$ cat src/rtl/b2d_pkg.sv
// Shared constants and types for the binary to decimal ASCII unit.
// No dependencies; every other file uses this package by scoped names.
package b2d_pkg;

  // Widths of the item fields
  localparam int VALUE_W = 20;
  localparam int CHAR_W  = 6;

  // Largest number of digits in one run
  localparam int MAX_DIGITS = 6;

  // Decimal register: one nibble per digit
  localparam int BCD_W = 4 * MAX_DIGITS;

  // Digit counter, holds MAX_DIGITS itself
  localparam int CNT_W = $clog2(MAX_DIGITS + 1);

  // Shift-and-add-3 step counter, one step per input bit
  localparam int STEP_W = $clog2(VALUE_W + 1);

  // ASCII code of '0'
  localparam int ASCII_ZERO = 48;

  // Depth of the queue between front and back (power of two)
  localparam int QDEPTH = 2;
  localparam int QPTR_W = $clog2(QDEPTH);
  localparam int QCNT_W = $clog2(QDEPTH + 1);

  // 10^n, worked out at elaboration
  function automatic longint unsigned pow10(input int n);
    longint unsigned p;
    p = 1;
    for (int k = 0; k < n; k++) begin
      p = p * 10;
    end
    return p;
  endfunction

  // Largest value that still fits in MAX_DIGITS decimal digits
  localparam longint unsigned SAT_LIMIT = pow10(MAX_DIGITS) - 1;

  // Queue status seen by front and back
  typedef struct packed {
    logic empty;
    logic full;
  } q_stat_t;

endpackage

$ cat src/rtl/b2d_front.sv
// Front end: takes items on the start/busy handshake and clamps them.
// Depends on b2d_pkg; feeds b2d_queue.
module b2d_front (
  input  logic                         start,
  output logic                         busy,
  input  logic [b2d_pkg::VALUE_W-1:0]  value_i,
  input  b2d_pkg::q_stat_t             q_stat_i,
  output logic                         push_o,
  output logic [b2d_pkg::VALUE_W-1:0]  push_data_o
);

  logic over_limit;

  // Busy only while the queue has no free slot
  assign busy   = q_stat_i.full;
  assign push_o = start && !q_stat_i.full;

  // Clamp values that need more digits than the run allows
  assign over_limit = {{(64 - b2d_pkg::VALUE_W){1'b0}}, value_i} > b2d_pkg::SAT_LIMIT;

  always_comb begin
    if (over_limit) begin
      push_data_o = b2d_pkg::VALUE_W'(b2d_pkg::SAT_LIMIT);
    end else begin
      push_data_o = value_i;
    end
  end

endmodule

$ cat src/rtl/b2d_queue.sv
// Short FIFO that decouples the front end from the converter.
// Depends on b2d_pkg.
module b2d_queue (
  input  logic                         clk_i,
  input  logic                         rst_ni,
  input  logic                         push_i,
  input  logic [b2d_pkg::VALUE_W-1:0]  push_data_i,
  input  logic                         pop_i,
  output logic [b2d_pkg::VALUE_W-1:0]  pop_data_o,
  output b2d_pkg::q_stat_t             q_stat_o
);

  logic [b2d_pkg::VALUE_W-1:0] mem_q [b2d_pkg::QDEPTH];
  logic [b2d_pkg::QPTR_W-1:0]  wr_ptr_q, wr_ptr_d;
  logic [b2d_pkg::QPTR_W-1:0]  rd_ptr_q, rd_ptr_d;
  logic [b2d_pkg::QCNT_W-1:0]  cnt_q, cnt_d;
  logic                        do_push, do_pop;

  assign q_stat_o.empty = (cnt_q == '0);
  assign q_stat_o.full  = (cnt_q == b2d_pkg::QCNT_W'(b2d_pkg::QDEPTH));
  assign do_push = push_i && !q_stat_o.full;
  assign do_pop  = pop_i && !q_stat_o.empty;
  assign pop_data_o = mem_q[rd_ptr_q];

  // Pointer and fill count update
  always_comb begin
    wr_ptr_d = wr_ptr_q;
    rd_ptr_d = rd_ptr_q;
    cnt_d    = cnt_q;
    if (do_push) begin
      wr_ptr_d = wr_ptr_q + 1'b1;
    end
    if (do_pop) begin
      rd_ptr_d = rd_ptr_q + 1'b1;
    end
    if (do_push && !do_pop) begin
      cnt_d = cnt_q + 1'b1;
    end else if (do_pop && !do_push) begin
      cnt_d = cnt_q - 1'b1;
    end
  end

  always_ff @(posedge clk_i or negedge rst_ni) begin
    if (!rst_ni) begin
      wr_ptr_q <= '0;
      rd_ptr_q <= '0;
      cnt_q    <= '0;
    end else begin
      wr_ptr_q <= wr_ptr_d;
      rd_ptr_q <= rd_ptr_d;
      cnt_q    <= cnt_d;
    end
  end

  // Storage, no reset needed
  always_ff @(posedge clk_i) begin
    if (do_push) begin
      mem_q[wr_ptr_q] <= push_data_i;
    end
  end

  // Fill count never exceeds the depth
  assert property (@(posedge clk_i) disable iff (!rst_ni)
    cnt_q <= b2d_pkg::QCNT_W'(b2d_pkg::QDEPTH))
    else $error("queue count overflow");

  // A push on a full queue would lose an item
  assert property (@(posedge clk_i) disable iff (!rst_ni)
    push_i |-> !q_stat_o.full)
    else $error("push into full queue");

  // A pop from an empty queue would invent an item
  assert property (@(posedge clk_i) disable iff (!rst_ni)
    pop_i |-> !q_stat_o.empty)
    else $error("pop from empty queue");

endmodule

$ cat src/rtl/b2d_back.sv
// Back end: shift-and-add-3 conversion, then digit emission with
// leading zero suppression. Depends on b2d_pkg; pops from b2d_queue.
module b2d_back (
  input  logic                         clk_i,
  input  logic                         rst_ni,
  input  b2d_pkg::q_stat_t             q_stat_i,
  input  logic [b2d_pkg::VALUE_W-1:0]  pop_data_i,
  output logic                         pop_o,
  output logic                         digit_valid_o,
  output logic [b2d_pkg::CHAR_W-1:0]   digit_char_o,
  output logic                         last_digit_o
);

  typedef enum logic [1:0] {
    S_IDLE,
    S_CONV,
    S_EMIT
  } state_e;

  state_e                      state_q;
  logic [b2d_pkg::VALUE_W-1:0] bin_q;
  logic [b2d_pkg::BCD_W-1:0]   bcd_q, bcd_d;
  logic [b2d_pkg::STEP_W-1:0]  step_q;
  logic [b2d_pkg::CNT_W-1:0]   cnt_q;
  logic                        started_q;
  logic                        strobe_q, last_q;
  logic [b2d_pkg::CHAR_W-1:0]  char_q;
  logic [b2d_pkg::BCD_W-1:0]   adj;
  logic [3:0]                  top_nib;
  logic                        cnt_is_last;

  assign pop_o         = (state_q == S_IDLE) && !q_stat_i.empty;
  assign digit_valid_o = strobe_q;
  assign digit_char_o  = char_q;
  assign last_digit_o  = last_q;
  assign top_nib       = bcd_q[b2d_pkg::BCD_W-1 -: 4];
  assign cnt_is_last   = (cnt_q == b2d_pkg::CNT_W'(1));

  // One double-dabble step: add 3 to each digit of 5 or more, then shift
  always_comb begin
    for (int i = 0; i < b2d_pkg::MAX_DIGITS; i++) begin
      if (bcd_q[4*i +: 4] >= 4'd5) begin
        adj[4*i +: 4] = bcd_q[4*i +: 4] + 4'd3;
      end else begin
        adj[4*i +: 4] = bcd_q[4*i +: 4];
      end
    end
    bcd_d = {adj[b2d_pkg::BCD_W-2:0], bin_q[b2d_pkg::VALUE_W-1]};
  end

  // Sequencer with registered outputs
  always_ff @(posedge clk_i or negedge rst_ni) begin
    if (!rst_ni) begin
      state_q   <= S_IDLE;
      step_q    <= '0;
      cnt_q     <= '0;
      started_q <= 1'b0;
      strobe_q  <= 1'b0;
      last_q    <= 1'b0;
      char_q    <= '0;
      bin_q     <= '0;
      bcd_q     <= '0;
    end else begin
      strobe_q <= 1'b0;
      last_q   <= 1'b0;
      case (state_q)
        S_IDLE: begin
          if (!q_stat_i.empty) begin
            bin_q   <= pop_data_i;
            bcd_q   <= '0;
            step_q  <= '0;
            state_q <= S_CONV;
          end
        end
        S_CONV: begin
          bcd_q  <= bcd_d;
          bin_q  <= bin_q << 1;
          step_q <= step_q + 1'b1;
          if (step_q == b2d_pkg::STEP_W'(b2d_pkg::VALUE_W - 1)) begin
            cnt_q     <= b2d_pkg::CNT_W'(b2d_pkg::MAX_DIGITS);
            started_q <= 1'b0;
            state_q   <= S_EMIT;
          end
        end
        S_EMIT: begin
          // Leading zeros are dropped; the units digit always goes out
          if (top_nib != 4'd0 || started_q || cnt_is_last) begin
            strobe_q  <= 1'b1;
            last_q    <= cnt_is_last;
            char_q    <= b2d_pkg::CHAR_W'(b2d_pkg::ASCII_ZERO + int'(top_nib));
            started_q <= 1'b1;
          end
          bcd_q <= bcd_q << 4;
          cnt_q <= cnt_q - 1'b1;
          if (cnt_is_last) begin
            state_q <= S_IDLE;
          end
        end
        default: begin
          state_q <= S_IDLE;
        end
      endcase
    end
  end

  // Every emitted character is a decimal digit
  assert property (@(posedge clk_i) disable iff (!rst_ni)
    strobe_q |-> (char_q >= b2d_pkg::CHAR_W'(48) && char_q <= b2d_pkg::CHAR_W'(57)))
    else $error("non-digit character emitted");

  // The end mark comes only with a strobe
  assert property (@(posedge clk_i) disable iff (!rst_ni)
    last_q |-> strobe_q)
    else $error("end mark without strobe");

  // Emission of the units digit always closes the run with a mark
  assert property (@(posedge clk_i) disable iff (!rst_ni)
    (state_q == S_EMIT && cnt_is_last) |=> (strobe_q && last_q && state_q == S_IDLE))
    else $error("run not closed");

endmodule

$ cat src/rtl/binary_to_decimal_ascii_unit.sv
// Binary to decimal ASCII unit. An accepted item waits in the queue, is popped
// in the idle state, converted by 20 shift-and-add-3 steps, one per input bit,
// then swept one digit position at a time with leading zeros dropped. The
// converter takes a new item only once every digit position of the previous one
// is swept; a two-entry queue takes up to two items ahead. The receiver cannot
// stall. Reset is asynchronous, active low.
module binary_to_decimal_ascii_unit (
  input  logic                         clk_i,
  input  logic                         rst_ni,
  input  logic                         start,
  output logic                         busy,
  input  logic [b2d_pkg::VALUE_W-1:0]  value_i,
  output logic                         digit_valid_o,
  output logic [b2d_pkg::CHAR_W-1:0]   digit_char_o,
  output logic                         last_digit_o
);

  b2d_pkg::q_stat_t            q_stat;
  logic                        push, pop;
  logic [b2d_pkg::VALUE_W-1:0] push_data, pop_data;

  // Accept and clamp
  b2d_front u_front (
    .start       (start),
    .busy        (busy),
    .value_i     (value_i),
    .q_stat_i    (q_stat),
    .push_o      (push),
    .push_data_o (push_data)
  );

  // Decoupling queue
  b2d_queue u_queue (
    .clk_i       (clk_i),
    .rst_ni      (rst_ni),
    .push_i      (push),
    .push_data_i (push_data),
    .pop_i       (pop),
    .pop_data_o  (pop_data),
    .q_stat_o    (q_stat)
  );

  // Convert and emit
  b2d_back u_back (
    .clk_i         (clk_i),
    .rst_ni        (rst_ni),
    .q_stat_i      (q_stat),
    .pop_data_i    (pop_data),
    .pop_o         (pop),
    .digit_valid_o (digit_valid_o),
    .digit_char_o  (digit_char_o),
    .last_digit_o  (last_digit_o)
  );

endmodule
$ cat config.mk
export PLATFORM = sky130hd
export DESIGN_NAME = binary_to_decimal_ascii_unit
export DESIGN_NICKNAME = d
export VERILOG_FILES = /design/src/rtl/b2d_pkg.sv /design/src/rtl/b2d_front.sv /design/src/rtl/b2d_queue.sv /design/src/rtl/b2d_back.sv /design/src/rtl/binary_to_decimal_ascii_unit.sv
export SDC_FILE = /design/constraint.sdc
export NUM_CORES = 1
export LEC_CHECK = 0
export ABC_AREA = 1
export BUFFER_PORTS_ARGS = -buffer_cell sky130_fd_sc_hd__buf_2
export CORE_AREA = 4 4 116 107
export CTS_CLUSTER_SIZE = 16
export DETAILED_ROUTE_END_ITERATION = 16
export DIE_AREA = 0 0 120 111
export PLACE_DENSITY = 0.66
export SYNTH_ARGS = -nofsm -noshare
export SYNTH_HDL_FRONTEND = slang
export SYNTH_SLANG_ARGS = --single-unit
$ cat constraint.sdc
create_clock -name clk_i -period 5.3 [get_ports clk_i]
set_input_delay 0.265 -clock clk_i [delete_from_list [all_inputs] [get_ports clk_i]]
set_output_delay 0.265 -clock clk_i [all_outputs]
set_load 0.005 [all_outputs]
==> reports/metrics.csv <==
stage;metric;value;unit
cells_and_area;num-fill-cells;1024;
power_and_ir_drop;p_per_area;503;mW/mm2
cells_and_area;area_delta_synth_final;9.50;%
cells_and_area;antenna_cells;0;
setup_path;arrival;2.45;ns
global_routing;grt_pass1_wl;18.2;mm
placed_design;port_buffers;31;
sta;finalSetupViolCount;0;
power_and_ir_drop;ir_drop;0.307;mV
sta;drv_slew;0;
drt;post-route-drc-count;0;
status;status;complete, no violations;
synthesis;synth_fp_nets;670;
setup_path;reg2regPathDepth;7;
drt;firstDrtPassIters;5;
drt;drtIter0Drc;306;
min_path;min-delay-path-class;input pin to async pin;
synthesis;ys_types;32;
floorplan;ioPinCount;32;
floorplan;initial_utilization;0.485;
cells_and_area;utilization;0.531;
clocking;ctsResizeCount;0;
floorplan;die_h;111;um
clocking;tritoncts;done;
synthesis;avgSynthCellArea;8.70;um2
flow_run;drv_cap;0;
synthesis;synthTopCellsByArea;dfrtp_1, edfxtp_1, nand2_1;
setup_path;critPathKind;flop to flop;
power_and_ir_drop;p_leak;2.87;nW
sta;period_needed;2.18;ns
setup_path;worstReg2RegStart;u_back.state_q[1];
setup_path;r2r-end;u_back.bin_q[11];
synthesis;yosysSeqAreaShare;0.523;
clocking;htreeDepth;3;
placed_design;dp_hpwl;6.92;mm
synthesis;ys.flop_type;dfrtp_1;
clocking;root_buffer;clkbuf_16;
sta;timing.setup.tns;0;ns
drt;wl_per_cell;12.9;um
synthesis;synth_top_area_cell;dfrtp_1;
setup_path;required;5.58;ns
global_routing;grt_pass1_vias;3956;
synthesis;synth-edff-count;40;
global_routing;antenna_found_initial;0;
synthesis;netlist_area;0.00545;mm2
floorplan;row_count;37;
setup_path;crit_start;u_back.state_q[1];
synthesis;yosysWarnings;0;
setup_path;critPathCapture;u_back.bin_q[11];
sta;hold_violations;0;
floorplan;die_width;120;um
sta;fin_skew;0.00569;ns
synthesis;ys_seq_elements;106;
clocking;cts_max_path_buffers;2;
sta;rsz0062_at_grt;no;
drt;routed_wl;10.5;mm
synthesis;async_flop_share;0.623;
drt;viasPerCell;5.05;
clocking;clk_pin_slew;0.07;ns
synthesis;synth_top_area_share;0.303;
cells_and_area;nets;692;
setup_path;r2r_slack;3.12;ns
placed_design;routabilityCongestion;0.775;
clocking;cts_setup_buffers;0;
drt;ant_nets;0;
clocking;cts_buffers;9;
clocking;clock_latency;0.34;ns
sta;whs;0.0959;ns
sta;tightest_slew;0.877;ns
setup_path;crit_path_end_kind;flop;
sta;max_slew_margin;0.415;
sta;fmax;459;MHz
sta;min_period_over_period;0.411;
global_routing;grt_max_degree;67;
setup_path;crit_fanout;41;
clocking;cts_hold_buf;0;
global_routing;overflow;0;
floorplan;core;0.0112;mm2
synthesis;syn_inst;627;
clocking;clock-sinks;106;
drt;num_vias;4087;
setup_path;cp-start-kind;flop;
cells_and_area;layout-drive-gt1-share;0.128;
global_routing;grt_usage;0.165;
floorplan;fp.dieArea;0.0133;mm2
sequential cells by signal (all words and copies together), names as in the netlist:
signal / flops
u_back.bcd_q: 24
u_back.bin_q: 20
u_back.cnt_q: 3
u_back.digit_char_o: 5
u_back.digit_valid_o: 1
u_back.last_digit_o: 1
u_back.started_q: 1
u_back.state_q: 2
u_back.step_q: 5
u_queue.cnt_q: 2
u_queue.mem_q: 40
u_queue.rd_ptr_q: 1
u_queue.wr_ptr_q: 1
final cells by class:
type                            instances  area, um2  area share
Timing Repair Buffer                   36        193      0.0323
Multi-Input combinational cell        437       2220       0.371
Sequential cell                       106       2850       0.478
Inverter                               59        229      0.0383
Clock buffer                            9        225      0.0377
Clock inverter                          7       58.8     0.00985
Tap cell                              156        195      0.0327
cells by family after synthesis:
kind of cell,share of synthesized area
flip-flops,0.523
AO/OA/AOI/OAI,0.111
buffers and inverters,0.0702
multiplexers,0.00184
adder cells (fa/ha/maj),0.0459
AND/OR/NAND/NOR,0.240
XOR/XNOR,0.00803
layer usage:
layer	wire length, um	GRT usage	vias up
met5	0	0	-
li1	-	-	2102
met1	4930	0.216	1911
met2	5040	0.272	69
met4	95	0.0473	0
met3	421	0.0423	5
report_power, final:
group	total [mW]	internal, mW	switching [mW]
clock network	0.642	0.328	0.313
registers	1.22	1.08	0.134
logic	1.14	0.356	0.785
critical path: stages (launching register included):
cell and delay [ns]:
dfrtp_1 0.38, inv_1 0.07, ha_1 0.19, inv_1 0.64
o21ai_2 0.28, inv_6 0.34, nand2_1 0.12, o21ai_2 0.07
synth_stat cells (4+ instances only):
master	n
nor2_1	27
nand2_1	214
buf_2	13
clkbuf_1	6
dfrtp_1	66
nand3_1	45
o21ai_2	23
xor2_1	4
ha_1	20
nand4_1	15
nand3b_1	7
o22ai_1	4
o21ai_0	44
edfxtp_1	40
buf_6	4
inv_1	57
a21oi_1	20
worst min path at each step:
stage                     cells past startpoint                      to  slack, ns
final                                         2  u_back.digit_char_o[0]        0.1
after detailed placement                      2         u_back.bin_q[9]       0.46
after floorplan                               0         u_back.bcd_q[0]      -0.03
after CTS                                     1    u_queue.mem_q[0][16]       0.11
after global routing                          1    u_queue.mem_q[1][19]       0.11
after global placement                        2        u_back.bin_q[12]       0.46
metrics by stage:
| stage | area [um2] | setup slack, ns | power [mW] | instances |
|---|---|---|---|---|
| after floorplan | 5450 | 3.35 | 2.17 | 627 |
| after detailed placement | 5690 | 3.08 | 2.39 | 794 |
| after CTS | 5970 | 3.06 | 3.04 | 810 |
| after global placement | 5690 | 3.21 | 2.34 | 794 |
| after global routing | 5970 | 2.85 | 3.25 | 810 |
| final | 5970 | 3.12 | 3.00 | 810 |
cells in the final DEF (no fill, tap or decap):
master / netlist / layout
a21boi_0: 1 / 1
a21oi_1: 20 / 20
a31oi_1: 1 / 1
buf_2: 13 / 31
buf_4: 1 / 5
clkbuf_16: 0 / 9
clkinv_2: 0 / 2
clkinv_4: 0 / 1
dfrtp_1: 66 / 66
edfxtp_1: 40 / 40
ha_1: 20 / 20
inv_1: 57 / 57
inv_4: 1 / 1
inv_6: 1 / 3
inv_8: 0 / 2
mux2i_1: 1 / 1
nand2_1: 214 / 214
nand2_2: 2 / 2
nand3_1: 45 / 45
nand3b_1: 7 / 7
nand4_1: 15 / 15
nor2_1: 27 / 27
nor2_2: 1 / 1
o211ai_1: 1 / 1
o21ai_0: 44 / 44
o21ai_1: 2 / 2
o21ai_2: 23 / 23
o21ai_4: 1 / 1
o21bai_2: 1 / 1
o22ai_1: 4 / 4
or2_2: 2 / 2
xnor2_1: 1 / 1
xor2_1: 4 / 4
No activity file was read; power rests on OpenSTA's default activity.
